[src/multichannel_pulse_period_speed_top_assert.svh]
// Assertion macros for the tachometer top level.
`ifndef MULTICHANNEL_PULSE_PERIOD_SPEED_TOP_ASSERT_SVH
`define MULTICHANNEL_PULSE_PERIOD_SPEED_TOP_ASSERT_SVH

// Check a property on the rising clock edge while out of reset.
`define MPPS_ASSERT(label, clk, rstn, prop, msg) \
    label: assert property (@(posedge clk) disable iff (!(rstn)) (prop)) else $error(msg);

// Check a property on every rising clock edge, reset included.
`define MPPS_ASSERT_ALWAYS(label, clk, prop, msg) \
    label: assert property (@(posedge clk) (prop)) else $error(msg);

`endif

[src/mpps_pkg.sv]
// Shared widths, register codes and reset values for the tachometer.
package mpps_pkg;

    localparam int NUM_CHANNELS_DEF = 4;

    localparam int CHAN_W    = 2;
    localparam int COUNT_W   = 16;
    localparam int PERIOD_W  = 17;
    localparam int TIMEOUT_W = 16;
    localparam int NUMER_W   = 32;
    localparam int SPEED_W   = 24;
    localparam int DIVW      = 32;
    localparam int PROD_W    = COUNT_W + PERIOD_W;
    localparam int TICKS_W   = PROD_W + 1;

    localparam int CFG_IDX_W  = 2;
    localparam int CFG_DATA_W = 32;

    localparam logic [CFG_IDX_W-1:0] REG_PERIOD  = 2'd0;
    localparam logic [CFG_IDX_W-1:0] REG_TIMEOUT = 2'd1;
    localparam logic [CFG_IDX_W-1:0] REG_NUMER   = 2'd2;

    localparam logic [PERIOD_W-1:0]  PERIOD_RST  = 17'd900;
    localparam logic [TIMEOUT_W-1:0] TIMEOUT_RST = 16'd40000;
    localparam logic [NUMER_W-1:0]   NUMER_RST   = 32'd448369091;

    localparam logic [SPEED_W-1:0] SPEED_MAX = {SPEED_W{1'b1}};

    localparam logic OP_CAPTURE = 1'b0;
    localparam logic OP_TICK    = 1'b1;

endpackage

[src/mpps_div.sv]
// Bit-serial restoring divider, one quotient bit per cycle, saturated to the speed width.
module mpps_div (
    input  logic                              aclk,
    input  logic                              aresetn,
    input  logic                              start,
    input  logic [mpps_pkg::DIVW-1:0]         dividend,
    input  logic [mpps_pkg::DIVW-1:0]         divisor,
    output logic                              done,
    output logic [mpps_pkg::SPEED_W-1:0]      quotient
);

    localparam int CNT_W = $clog2(mpps_pkg::DIVW + 1);

    logic [mpps_pkg::DIVW-1:0] rem_reg, rem_next;
    logic [mpps_pkg::DIVW-1:0] quo_reg, quo_next;
    logic [mpps_pkg::DIVW-1:0] dvs_reg, dvs_next;
    logic [CNT_W-1:0]          cnt_reg, cnt_next;
    logic                      done_reg, done_next;
    logic [mpps_pkg::DIVW:0]   shifted;
    logic                      fits;

    assign shifted = {rem_reg, quo_reg[mpps_pkg::DIVW-1]};
    assign fits    = (shifted >= {1'b0, dvs_reg});

    always_comb begin
        rem_next  = rem_reg;
        quo_next  = quo_reg;
        dvs_next  = dvs_reg;
        cnt_next  = cnt_reg;
        done_next = 1'b0;
        if (start) begin
            rem_next = '0;
            quo_next = dividend;
            dvs_next = divisor;
            cnt_next = CNT_W'(mpps_pkg::DIVW);
        end else if (cnt_reg != '0) begin
            if (fits) begin
                rem_next = mpps_pkg::DIVW'(shifted - {1'b0, dvs_reg});
            end else begin
                rem_next = shifted[mpps_pkg::DIVW-1:0];
            end
            quo_next  = {quo_reg[mpps_pkg::DIVW-2:0], fits};
            cnt_next  = cnt_reg - 1'b1;
            done_next = (cnt_reg == CNT_W'(1));
        end
    end

    always_ff @(posedge aclk) begin
        if (!aresetn) begin
            cnt_reg  <= '0;
            done_reg <= 1'b0;
        end else begin
            cnt_reg  <= cnt_next;
            done_reg <= done_next;
        end
    end

    always_ff @(posedge aclk) begin
        rem_reg <= rem_next;
        quo_reg <= quo_next;
        dvs_reg <= dvs_next;
    end

    assign done     = done_reg;
    assign quotient = (quo_reg[mpps_pkg::DIVW-1:mpps_pkg::SPEED_W] != '0)
                    ? mpps_pkg::SPEED_MAX : quo_reg[mpps_pkg::SPEED_W-1:0];

endmodule

[src/multichannel_pulse_period_speed_top.sv]
// Top level of the multichannel input-capture tachometer with timeout.
// Each input word is a capture edge or an overflow tick for one channel; at most one
// result word follows. A tick or an arming capture is taken and the block is ready
// again on the next cycle; a timeout first loads its result through the emit state.
// A measuring capture passes a registered 16x17 multiply, an add/subtract state, then
// the 32-step bit-serial divider (skipped with the speed saturated for a zero or
// negative span), and an emit state that loads the result once the output register is free.
// The output register holds a finished word while the next input word is accepted.
// Configuration writes are taken at any time with cfg_ready held high.
`include "multichannel_pulse_period_speed_top_assert.svh"

module multichannel_pulse_period_speed_top #(
    parameter int NUM_CHANNELS = mpps_pkg::NUM_CHANNELS_DEF
) (
    input  logic                                 aclk,
    input  logic                                 aresetn,
    // s_tdata: channel[1:0], capture_count[17:2], zero fill[23:18]
    input  logic                                 s_tvalid,
    output logic                                 s_tready,
    input  logic [23:0]                          s_tdata,
    // s_tuser: operation[0]
    input  logic                                 s_tuser,
    // m_tdata: out_channel[1:0], speed[25:2], zero fill[31:26]
    output logic                                 m_tvalid,
    input  logic                                 m_tready,
    output logic [31:0]                          m_tdata,
    // m_tuser: timed_out[0]
    output logic                                 m_tuser,
    input  logic                                 cfg_valid,
    output logic                                 cfg_ready,
    input  logic [mpps_pkg::CFG_IDX_W-1:0]       cfg_index,
    input  logic [mpps_pkg::CFG_DATA_W-1:0]      cfg_data
);

    localparam int CH_IDX_W = (NUM_CHANNELS > 1) ? $clog2(NUM_CHANNELS) : 1;

    localparam logic [2:0] ST_IDLE = 3'd0;
    localparam logic [2:0] ST_MUL  = 3'd1;
    localparam logic [2:0] ST_SUB  = 3'd2;
    localparam logic [2:0] ST_DIV  = 3'd3;
    localparam logic [2:0] ST_EMIT = 3'd4;

    logic [2:0] state_reg, state_next;

    logic [mpps_pkg::PERIOD_W-1:0]  period_reg;
    logic [mpps_pkg::TIMEOUT_W-1:0] timeout_reg;
    logic [mpps_pkg::NUMER_W-1:0]   numer_reg;

    logic                          armed_reg [NUM_CHANNELS];
    logic [mpps_pkg::COUNT_W-1:0]  prev_reg  [NUM_CHANNELS];
    logic [mpps_pkg::COUNT_W-1:0]  ovf_reg   [NUM_CHANNELS];

    logic [mpps_pkg::CHAN_W-1:0]   wch_reg, wch_next;
    logic [mpps_pkg::COUNT_W-1:0]  wovf_reg, wovf_next;
    logic [mpps_pkg::COUNT_W-1:0]  wprev_reg, wprev_next;
    logic [mpps_pkg::COUNT_W-1:0]  wnow_reg, wnow_next;
    logic [mpps_pkg::PROD_W-1:0]   prod_reg, prod_next;
    logic [mpps_pkg::SPEED_W-1:0]  rspeed_reg, rspeed_next;
    logic                          rtout_reg, rtout_next;

    logic                          m_tvalid_reg, m_tvalid_next;
    logic [mpps_pkg::CHAN_W-1:0]   m_chan_reg, m_chan_next;
    logic [mpps_pkg::SPEED_W-1:0]  m_speed_reg, m_speed_next;
    logic                          m_tout_reg, m_tout_next;

    logic                          in_op;
    logic [mpps_pkg::CHAN_W-1:0]   in_chan;
    logic [mpps_pkg::COUNT_W-1:0]  in_count;
    logic                          in_take;
    logic                          ch_ok;
    logic [CH_IDX_W-1:0]           ch_idx;
    logic                          ch_armed;
    logic [mpps_pkg::COUNT_W-1:0]  ovf_inc;
    logic                          hit_timeout;
    logic                          out_free;

    logic [mpps_pkg::TICKS_W-1:0]  ticks;
    logic                          ticks_bad;
    logic                          div_start;
    logic                          div_done;
    logic [mpps_pkg::SPEED_W-1:0]  div_quo;

    assign in_op    = s_tuser;
    assign in_chan  = s_tdata[1:0];
    assign in_count = s_tdata[17:2];

    assign s_tready  = (state_reg == ST_IDLE);
    assign in_take   = s_tvalid && s_tready;
    assign cfg_ready = 1'b1;
    assign out_free  = !m_tvalid_reg || m_tready;

    assign ch_ok       = (int'(in_chan) < NUM_CHANNELS);
    assign ch_idx      = CH_IDX_W'(in_chan);
    assign ch_armed    = ch_ok && armed_reg[ch_idx];
    assign ovf_inc     = ovf_reg[ch_idx] + 1'b1;
    assign hit_timeout = (ovf_inc >= timeout_reg);

    assign ticks = {1'b0, prod_reg} + mpps_pkg::TICKS_W'(wnow_reg)
                 - mpps_pkg::TICKS_W'(wprev_reg);
    assign ticks_bad = ticks[mpps_pkg::TICKS_W-1] || (ticks == '0);
    assign div_start = (state_reg == ST_SUB) && !ticks_bad;

    mpps_div u_div (
        .aclk     (aclk),
        .aresetn  (aresetn),
        .start    (div_start),
        .dividend (numer_reg),
        .divisor  (ticks[mpps_pkg::DIVW-1:0]),
        .done     (div_done),
        .quotient (div_quo)
    );

    always_ff @(posedge aclk) begin
        if (!aresetn) begin
            period_reg  <= mpps_pkg::PERIOD_RST;
            timeout_reg <= mpps_pkg::TIMEOUT_RST;
            numer_reg   <= mpps_pkg::NUMER_RST;
        end else if (cfg_valid && cfg_ready) begin
            unique case (cfg_index)
                mpps_pkg::REG_PERIOD:  period_reg  <= cfg_data[mpps_pkg::PERIOD_W-1:0];
                mpps_pkg::REG_TIMEOUT: timeout_reg <= cfg_data[mpps_pkg::TIMEOUT_W-1:0];
                mpps_pkg::REG_NUMER:   numer_reg   <= cfg_data[mpps_pkg::NUMER_W-1:0];
                default: ;
            endcase
        end
    end

    always_ff @(posedge aclk) begin
        if (!aresetn) begin
            for (int i = 0; i < NUM_CHANNELS; i++) begin
                armed_reg[i] <= 1'b0;
            end
        end else if (in_take && ch_ok) begin
            if (in_op == mpps_pkg::OP_CAPTURE) begin
                armed_reg[ch_idx] <= 1'b1;
            end else if (ch_armed && hit_timeout) begin
                armed_reg[ch_idx] <= 1'b0;
            end
        end
    end

    always_ff @(posedge aclk) begin
        if (in_take && ch_ok) begin
            if (in_op == mpps_pkg::OP_CAPTURE) begin
                prev_reg[ch_idx] <= in_count;
                ovf_reg[ch_idx]  <= '0;
            end else if (ch_armed) begin
                ovf_reg[ch_idx]  <= hit_timeout ? '0 : ovf_inc;
            end
        end
    end

    always_comb begin
        state_next    = state_reg;
        wch_next      = wch_reg;
        wovf_next     = wovf_reg;
        wprev_next    = wprev_reg;
        wnow_next     = wnow_reg;
        prod_next     = prod_reg;
        rspeed_next   = rspeed_reg;
        rtout_next    = rtout_reg;
        m_tvalid_next = m_tvalid_reg && !m_tready;
        m_chan_next   = m_chan_reg;
        m_speed_next  = m_speed_reg;
        m_tout_next   = m_tout_reg;
        unique case (state_reg)
            ST_IDLE: begin
                if (in_take && ch_armed) begin
                    wch_next = in_chan;
                    if (in_op == mpps_pkg::OP_CAPTURE) begin
                        wovf_next  = ovf_reg[ch_idx];
                        wprev_next = prev_reg[ch_idx];
                        wnow_next  = in_count;
                        state_next = ST_MUL;
                    end else if (hit_timeout) begin
                        rspeed_next = '0;
                        rtout_next  = 1'b1;
                        state_next  = ST_EMIT;
                    end
                end
            end
            ST_MUL: begin
                prod_next  = mpps_pkg::PROD_W'(wovf_reg) * mpps_pkg::PROD_W'(period_reg);
                state_next = ST_SUB;
            end
            ST_SUB: begin
                rtout_next = 1'b0;
                if (ticks_bad) begin
                    rspeed_next = mpps_pkg::SPEED_MAX;
                    state_next  = ST_EMIT;
                end else begin
                    state_next  = ST_DIV;
                end
            end
            ST_DIV: begin
                if (div_done) begin
                    rspeed_next = div_quo;
                    state_next  = ST_EMIT;
                end
            end
            ST_EMIT: begin
                if (out_free) begin
                    m_tvalid_next = 1'b1;
                    m_chan_next   = wch_reg;
                    m_speed_next  = rspeed_reg;
                    m_tout_next   = rtout_reg;
                    state_next    = ST_IDLE;
                end
            end
            default: state_next = ST_IDLE;
        endcase
    end

    always_ff @(posedge aclk) begin
        if (!aresetn) begin
            state_reg    <= ST_IDLE;
            m_tvalid_reg <= 1'b0;
        end else begin
            state_reg    <= state_next;
            m_tvalid_reg <= m_tvalid_next;
        end
    end

    always_ff @(posedge aclk) begin
        wch_reg     <= wch_next;
        wovf_reg    <= wovf_next;
        wprev_reg   <= wprev_next;
        wnow_reg    <= wnow_next;
        prod_reg    <= prod_next;
        rspeed_reg  <= rspeed_next;
        rtout_reg   <= rtout_next;
        m_chan_reg  <= m_chan_next;
        m_speed_reg <= m_speed_next;
        m_tout_reg  <= m_tout_next;
    end

    assign m_tvalid = m_tvalid_reg;
    assign m_tdata  = {6'b0, m_speed_reg, m_chan_reg};
    assign m_tuser  = m_tout_reg;

    `MPPS_ASSERT(a_measure_starts, aclk, aresetn, in_take && ch_armed && (in_op == mpps_pkg::OP_CAPTURE) |=> state_reg == ST_MUL, "armed capture did not start a measurement")
    `MPPS_ASSERT(a_out_from_emit, aclk, aresetn, $rose(m_tvalid_reg) |-> $past(state_reg == ST_EMIT), "result word loaded outside emit")
    `MPPS_ASSERT(a_timeout_zero, aclk, aresetn, m_tvalid_reg && m_tout_reg |-> m_speed_reg == '0, "timeout word carries nonzero speed")
    `MPPS_ASSERT(a_div_in_state, aclk, aresetn, div_done |-> state_reg == ST_DIV, "divider finished outside divide state")

endmodule

[config.mk]
export PLATFORM = sky130hd
export DESIGN_NAME = multichannel_pulse_period_speed_top
export DESIGN_NICKNAME = d
export VERILOG_FILES = /design/src/mpps_pkg.sv /design/src/mpps_div.sv /design/src/multichannel_pulse_period_speed_top.sv
export VERILOG_INCLUDE_DIRS = /design/src /design/src/src
export SDC_FILE = /design/constraint.sdc
export NUM_CORES = 1
export LEC_CHECK = 0
export BUFFER_PORTS_ARGS = -buffer_cell sky130_fd_sc_hd__buf_2
export CORE_AREA = 2 2 275 277
export CTS_CLUSTER_DIAMETER = 80
export CTS_CLUSTER_SIZE = 25
export DETAILED_ROUTE_END_ITERATION = 6
export DIE_AREA = 0 0 277 279
export PLACE_DENSITY = 0.52
export SLEW_MARGIN = 20
export SYNTH_ARGS = -nofsm -noshare
export SYNTH_HDL_FRONTEND = slang
export SYNTH_SLANG_ARGS = --single-unit
[constraint.sdc]
create_clock -name aclk -period 8 [get_ports aclk]
set_clock_uncertainty 0.05 [all_clocks]
set_input_delay 0.8 -clock aclk [delete_from_list [all_inputs] [get_ports aclk]]
set_output_delay 0.8 -clock aclk [all_outputs]
set_load 0.05 [all_outputs]
==> results of run 1 <==
[where the power goes]
group | switching (mW) | internal (mW)
logic | 1.83 | 1.30
registers | 0.176 | 2.81
clock network | 0.887 | 0.769
[cell usage after synthesis (4+ instances only)]
cell type    n  share of area (%)
o21ai_0     52               0.88
nand4_1     13               0.28
o21a_1      36               0.92
and3_1      33               0.70
edfxtp_1   328                 33
o21bai_1    12               0.31
xnor2_1     62                1.8
nand3_1     47               0.80
a211oi_1    22               0.56
buf_6        5               0.19
nor2b_1     13               0.28
nor4_1       7               0.15
fa_1       225                 15
dfxtp_1    111                7.5
nand2_1    398                5.1
buf_4        7               0.18
a31oi_1     15               0.32
o211ai_1    19               0.48
and2_1     133                2.8
a221oi_1     4               0.12
or3_1        6               0.13
nor3_1      18               0.31
a311oi_2    16               0.82
ha_1       190                8.1
a21o_1      43                1.1
clkbuf_1    98                1.2
nor2_1      93                1.2
a21oi_1    146                2.5
and4_1       5               0.15
nand3b_1     6               0.15
mux2_2      33                1.3
inv_1      373                4.8
xor2_1      37                1.1
nand2b_1    19               0.40
mux4_2      33                2.5
[critical path: cells and delay by family (launching register included)]
kind | cells | cell delay, ps
adders and majority gates | 7 | 3450
AOI/OAI and AO/OA | 10 | 2090
DFF | 1 | 740
and+or+nand+nor | 2 | 480
buffers and inverters | 4 | 220
xor gates and xnor gates | 1 | 80
[kinds of logic after synthesis]
logic type      count (synthesis)
other cells                     2
compound gates                405
buf+inv                       491
simple gates                  810
fa+ha+maj                     415
xor+xnor                       99
flops                         439
mux                            68
[layout make-up]
class | instances | area share, %
inverter | 376 | 4.419
multi-input combinational | 1804 | 48.61
clock inverter | 18 | 0.8642
sequential | 439 | 37.73
tap | 969 | 3.789
clock buffer | 34 | 2.358
timing repair buffer | 122 | 2.229
[routing by layer]
metal | share of wire [%] | track usage, % | up-vias
met3 | 4.2 | 2.443 | 105
li1 | - | - | 9286
met1 | 43 | 24.60 | 9858
met5 | 0 | 0 | -
met2 | 49 | 32.72 | 365
met4 | 3.1 | 5.978 | 0
[per-stage QoR]
step | power (mW) | setup slack [ps] | hold WS, ps | instances
floorplan | 5.376 | 1362 | 350.3 | 2734
global placement | 6.143 | 788.6 | 351.8 | 3709
detailed placement | 6.187 | 702.4 | 355.6 | 3709
CTS | 7.884 | 651.7 | 303.1 | 3761
global route | 8.368 | 54.41 | 322.7 | 3762
finish | 7.776 | 642.0 | 345.6 | 3762
[how the worst max path moves through the flow]
stage	start	endpoint	slack (ps)
after floorplan	wprev_reg[1]	rspeed_reg[0]	1360
after global placement	wovf_reg[6]	prod_reg[31]	790
after detailed placement	wovf_reg[6]	prod_reg[31]	700
after CTS	wovf_reg[6]	prod_reg[31]	650
after global routing	period_reg[10]	prod_reg[31]	50
final	wovf_reg[6]	prod_reg[31]	640
==> impl_metrics.env, run 1 <==
export IMPL_io_pins=100
export IMPL_cts_root_buffer="clkbuf_16"
export IMPL_firstDrtPassIters=7
export IMPL_reg2reg_depth=24
export IMPL_coreArea_mm2=0.07407
export IMPL_cpMaxStageDelayCell="edfxtp_1"
export IMPL_cts_htree_levels=1
export IMPL_layout_drive_gt1_share_pct=10.03
export IMPL_grt_pass1_wl_mm=115.2
export IMPL_r2r_start="wovf_reg[6]"
export IMPL_finalSetupViolations=0
export IMPL_synth_xor_area_share_pct=2.943
export IMPL_rows=100
export IMPL_ys_ff_latch=439
export IMPL_required_ps=8300
export IMPL_regToRegSetupSlack_ps=640
export IMPL_final_seq_area_mm2=0.01207
export IMPL_grt_max_degree=65
export IMPL_io_buffers=86
export IMPL_ant_nets=0
export IMPL_cts_resized=0
export IMPL_dp_hpwl_mm=53.52
export IMPL_post_route_drc_count=0
export IMPL_drtIter0Drc=1290
export IMPL_hold_viol=0
export IMPL_fmax_mhz=135.9
export IMPL_die_x_um=277
export IMPL_tritoncts="built"
export IMPL_synth_mux_area_share_pct=3.852
export IMPL_max_cap_viol_count=0
export IMPL_ys_seq_area_share_pct=40.97
export IMPL_arrival_ps=7650
export IMPL_cts_hold_buf=0
export IMPL_p_leak_nw=13.66
export IMPL_postCtsSetupRepairBufs=0
export IMPL_rsz0062_at_grt="no"
export IMPL_tightest_slew_ps=1074
export IMPL_layout_common_cells="nand2_1 (397), inv_1 (373), edfxtp_1 (328)"
export IMPL_fillers=7119
export IMPL_antenna_found_initial=2
export IMPL_status="completed"
export IMPL_grt_overflow_total=0
export IMPL_synth_top_family_by_area="adder cells"
export IMPL_crit_top_cell="fa_1"
export IMPL_cts_buffer_depth=3
export IMPL_crit_fanout=17
export IMPL_slew_headroom_pct=28.13
export IMPL_clkSinkCount=439
export IMPL_synthesis_area_mm2=0.02946
export IMPL_wirelength_mm=72.07
export IMPL_path_clk_slew_ps=90
export IMPL_grt_pass1_vias=20490
export IMPL_final_common_cell="nand2_1"
export IMPL_utilization_pct=43.20
export IMPL_whs_path_depth=3
export IMPL_fin_area_mm2=0.03200
export IMPL_slew_viol_final=0
export IMPL_yosys_area_share_simple_pct=12.98
export IMPL_num_antenna_cells=0
export IMPL_clock_latency_ps=610
export IMPL_die_area_mm2=0.07728
export IMPL_grt_use_total_pct=18.88
export IMPL_synth_edf_count=328
export IMPL_synthAdderAreaFrac_pct=23.36
export IMPL_power_density_mw_per_mm2=243.0
export IMPL_whs_endpoint="numer_reg[19]"
export IMPL_vias_per_cell=5.214
export IMPL_cts_buffers=29
export IMPL_routedWlPerCell_um=19.16
export IMPL_async_reset_ff_share_pct=0
export IMPL_dpl_cell_area_mm2=0.03094
export IMPL_endpoint_kind="flip-flop"
export IMPL_critical_path_startpoint_type="flip-flop"
export IMPL_ir_worst_vdd_v=0.0001705
export IMPL_fin_nets=3251
export IMPL_dieHeight_um=279
export IMPL_vias=19610
export IMPL_multi_input_area_mm2=0.01555
export IMPL_worstPathCellList="and2_1 > fa_1 > inv_1 > fa_1 > inv_1 > fa_1 > fa_1 > fa_1 > inv_1 > fa_1 > inv_1 > ha_1 > a21o_1 > a21o_1 > a21oi_1 > o21ai_0 > a211oi_1 > a21oi_1 > o31ai_1 > nand2_1 > a21oi_1 > o21bai_1 > a21oi_1 > xnor2_1"
export IMPL_synth_area_per_cell_um2=10.80
export IMPL_min_delay_start="cfg_data[19]"
export IMPL_synthesis_instances=2729
export IMPL_gp_congestion=0.8793
export IMPL_timing_rr_end="prod_reg[31]"
export IMPL_synthDistinctLibCells=80
export IMPL_fin_crit_ps=7358
export IMPL_period_share_pct=91.97
export IMPL_setup_tns_ps=0
export IMPL_syn_to_final_growth_pct=8.604
export IMPL_synth_compound_area_share_pct=9.377
export IMPL_worstHoldPathType="in2reg"
export IMPL_start_util_pct=39.78
export IMPL_synth_ff_type="edfxtp_1"
export IMPL_crit_type="reg2reg"
export IMPL_yosys_warnings=0
export IMPL_slowest_delay_ps=740
No activity file was read; power rests on OpenSTA's default activity.
==> run 2, diff against run 1 <==
--- a/config.mk
+++ b/config.mk
@@ -12,6 +12,7 @@
 export CTS_CLUSTER_SIZE = 25
 export DETAILED_ROUTE_END_ITERATION = 6
 export DIE_AREA = 0 0 277 279
+export MAX_ROUTING_LAYER = met4
 export PLACE_DENSITY = 0.52
 export SLEW_MARGIN = 20
 export SYNTH_ARGS = -nofsm -noshare
==> run 2 against run 1 <==
Clock power rose by 5%. Non-clock buffer count is 2 higher. First-iteration DRC count grew 4.6%. Power up 1.4%. Register-to-register slack is essentially flat. Via count down 0.14%. Largest power group unchanged. Global-route usage rose by 0.72 points. Sequential share of layout area shrank 0.12 points. Critical endpoint unchanged.
==> impl_metrics.env, run 2 (same netlist as run 1, synthesis figures left out) <==
export IMPL_crit_top_cell="fa_1"
export IMPL_dieHeight_um=279
export IMPL_syn_to_final_growth_pct=8.957
export IMPL_hold_viol=0
export IMPL_crit_fanout=17
export IMPL_start_util_pct=39.78
export IMPL_crit_type="reg2reg"
export IMPL_cts_root_buffer="clkbuf_16"
export IMPL_path_clk_slew_ps=90
export IMPL_layout_cells_non_filler=3770
export IMPL_rsz0062_at_grt="no"
export IMPL_io_pins=100
export IMPL_tritoncts="built"
export IMPL_arrival_ps=7680
export IMPL_slew_headroom_pct=27.79
export IMPL_critical_path_startpoint_type="flip-flop"
export IMPL_status="completed"
export IMPL_max_cap_viol_count=0
export IMPL_utilization_pct=43.34
export IMPL_p_leak_nw=13.72
export IMPL_grt_use_total_pct=19.60
export IMPL_fmax_mhz=135.7
export IMPL_power_density_mw_per_mm2=245.7
export IMPL_die_area_mm2=0.07728
export IMPL_vias_per_cell=5.195
export IMPL_antenna_found_initial=0
export IMPL_layout_common_cells="nand2_1 (397), inv_1 (373), edfxtp_1 (328)"
export IMPL_die_x_um=277
export IMPL_num_antenna_cells=0
export IMPL_ir_worst_vdd_v=0.0001789
export IMPL_fillers=7018
export IMPL_routedWlPerCell_um=19.19
export IMPL_cts_htree_levels=1
export IMPL_tightest_slew_ps=1083
export IMPL_cpMaxStageDelayCell="dfxtp_1"
export IMPL_vias=19590
export IMPL_drtIter0Drc=1349
export IMPL_coreArea_mm2=0.07407
export IMPL_grt_pass1_wl_mm=115.6
export IMPL_grt_overflow_total=0
export IMPL_slew_viol_final=0
export IMPL_placedCellCount=3712
export IMPL_finalSetupViolations=0
export IMPL_endpoint_kind="flip-flop"
export IMPL_postCtsSetupRepairBufs=0
export IMPL_cts_resized=0
export IMPL_ant_nets=0
export IMPL_grt_max_degree=65
export IMPL_clkSinkCount=439
export IMPL_dp_hpwl_mm=53.58
export IMPL_final_common_cell="nand2_1"
export IMPL_setup_tns_ps=0
export IMPL_wirelength_mm=72.36
export IMPL_rows=100
export IMPL_worstHoldPathType="in2reg"
export IMPL_cts_buffers=31
export IMPL_fin_nets=3255
export IMPL_io_buffers=86
export IMPL_fin_crit_ps=7369
export IMPL_period_share_pct=92.11
export IMPL_required_ps=8310
export IMPL_cts_hold_buf=0
export IMPL_layout_drive_gt1_share_pct=10.28
export IMPL_multi_input_area_mm2=0.01557
export IMPL_grt_pass1_vias=20580
export IMPL_clock_latency_ps=640
export IMPL_gp_congestion=0.8801
export IMPL_slowest_delay_ps=900
export IMPL_crit_family="adder cells"
export IMPL_firstDrtPassIters=5
export IMPL_cts_buffer_depth=3
export IMPL_post_route_drc_count=0
export IMPL_cp_num_buf_inv=3
export IMPL_final_seq_area_mm2=0.01207
export IMPL_worstPathCellList="nand2_1 > fa_1 > fa_1 > inv_1 > fa_1 > inv_1 > fa_1 > fa_1 > fa_1 > inv_1 > ha_1 > a21o_1 > a21o_1 > a21oi_1 > o21ai_0 > a211oi_1 > a21oi_1 > o31ai_1 > nand2_1 > a21oi_1 > o21bai_1 > a21oi_1 > xnor2_1"
## run 2: report_power, final
| group | internal [mW] | leakage [nW] | switching [mW] | total, mW |
|---|---|---|---|---|
| clock network | 0.790 | 0.539 | 0.950 | 1.74 |
| registers | 2.81 | 3.94 | 0.174 | 2.99 |
| logic | 1.29 | 9.24 | 1.86 | 3.16 |
## run 2: metal layers
metal / vias up / track usage, % / routed length, µm
li1: 9284 / - / -
met1: 9894 / 25.35 / 32160
met2: 322 / 33.18 / 35720
met3: 86 / 2.301 / 2895
met4: 0 / 4.390 / 1579
met5: - / - / 0
## run 2: path summary, 6_finish.rpt
path / from / endpoint / slack [ps] / cells after the start
setup / recovery: period_reg[10] / prod_reg[31] / 630 / 23
hold / removal: cfg_data[20] / numer_reg[20] / 320 / 3
setup reg to reg: period_reg[10] / prod_reg[31] / 630 / 23
hold reg to reg: rspeed_reg[15] / m_speed_reg[15] / 370 / 0
## run 2: final cells by class
cell class              count  area share (%)
inverters                 376           4.404
well taps                 969           3.777
clock buffers              35           2.463
multi-input cells        1804           48.49
clock inverters            23           1.029
repair buffers            124           2.229
flip-flops and latches    439           37.61
## run 2: stage by stage
| stage | instance area, µm² | hold WS (ps) | power [mW] | setup WS, ps |
|---|---|---|---|---|
| after CTS | 32090 | 282.9 | 7.982 | 605.0 |
| final | 32100 | 323.6 | 7.887 | 631.2 |
| after detailed placement | 30970 | 354.5 | 6.202 | 624.9 |
| after global placement | 30960 | 351.1 | 6.166 | 759.2 |
| after global routing | 32100 | 326.5 | 8.462 | 203.6 |
| after floorplan | 29480 | 350.3 | 5.376 | 1362 |
## run 2: worst min-delay path: cells and delay by family
family	cells	cell delay, ps
buffers and inverters	1	80
AND/OR/NAND/NOR	2	100
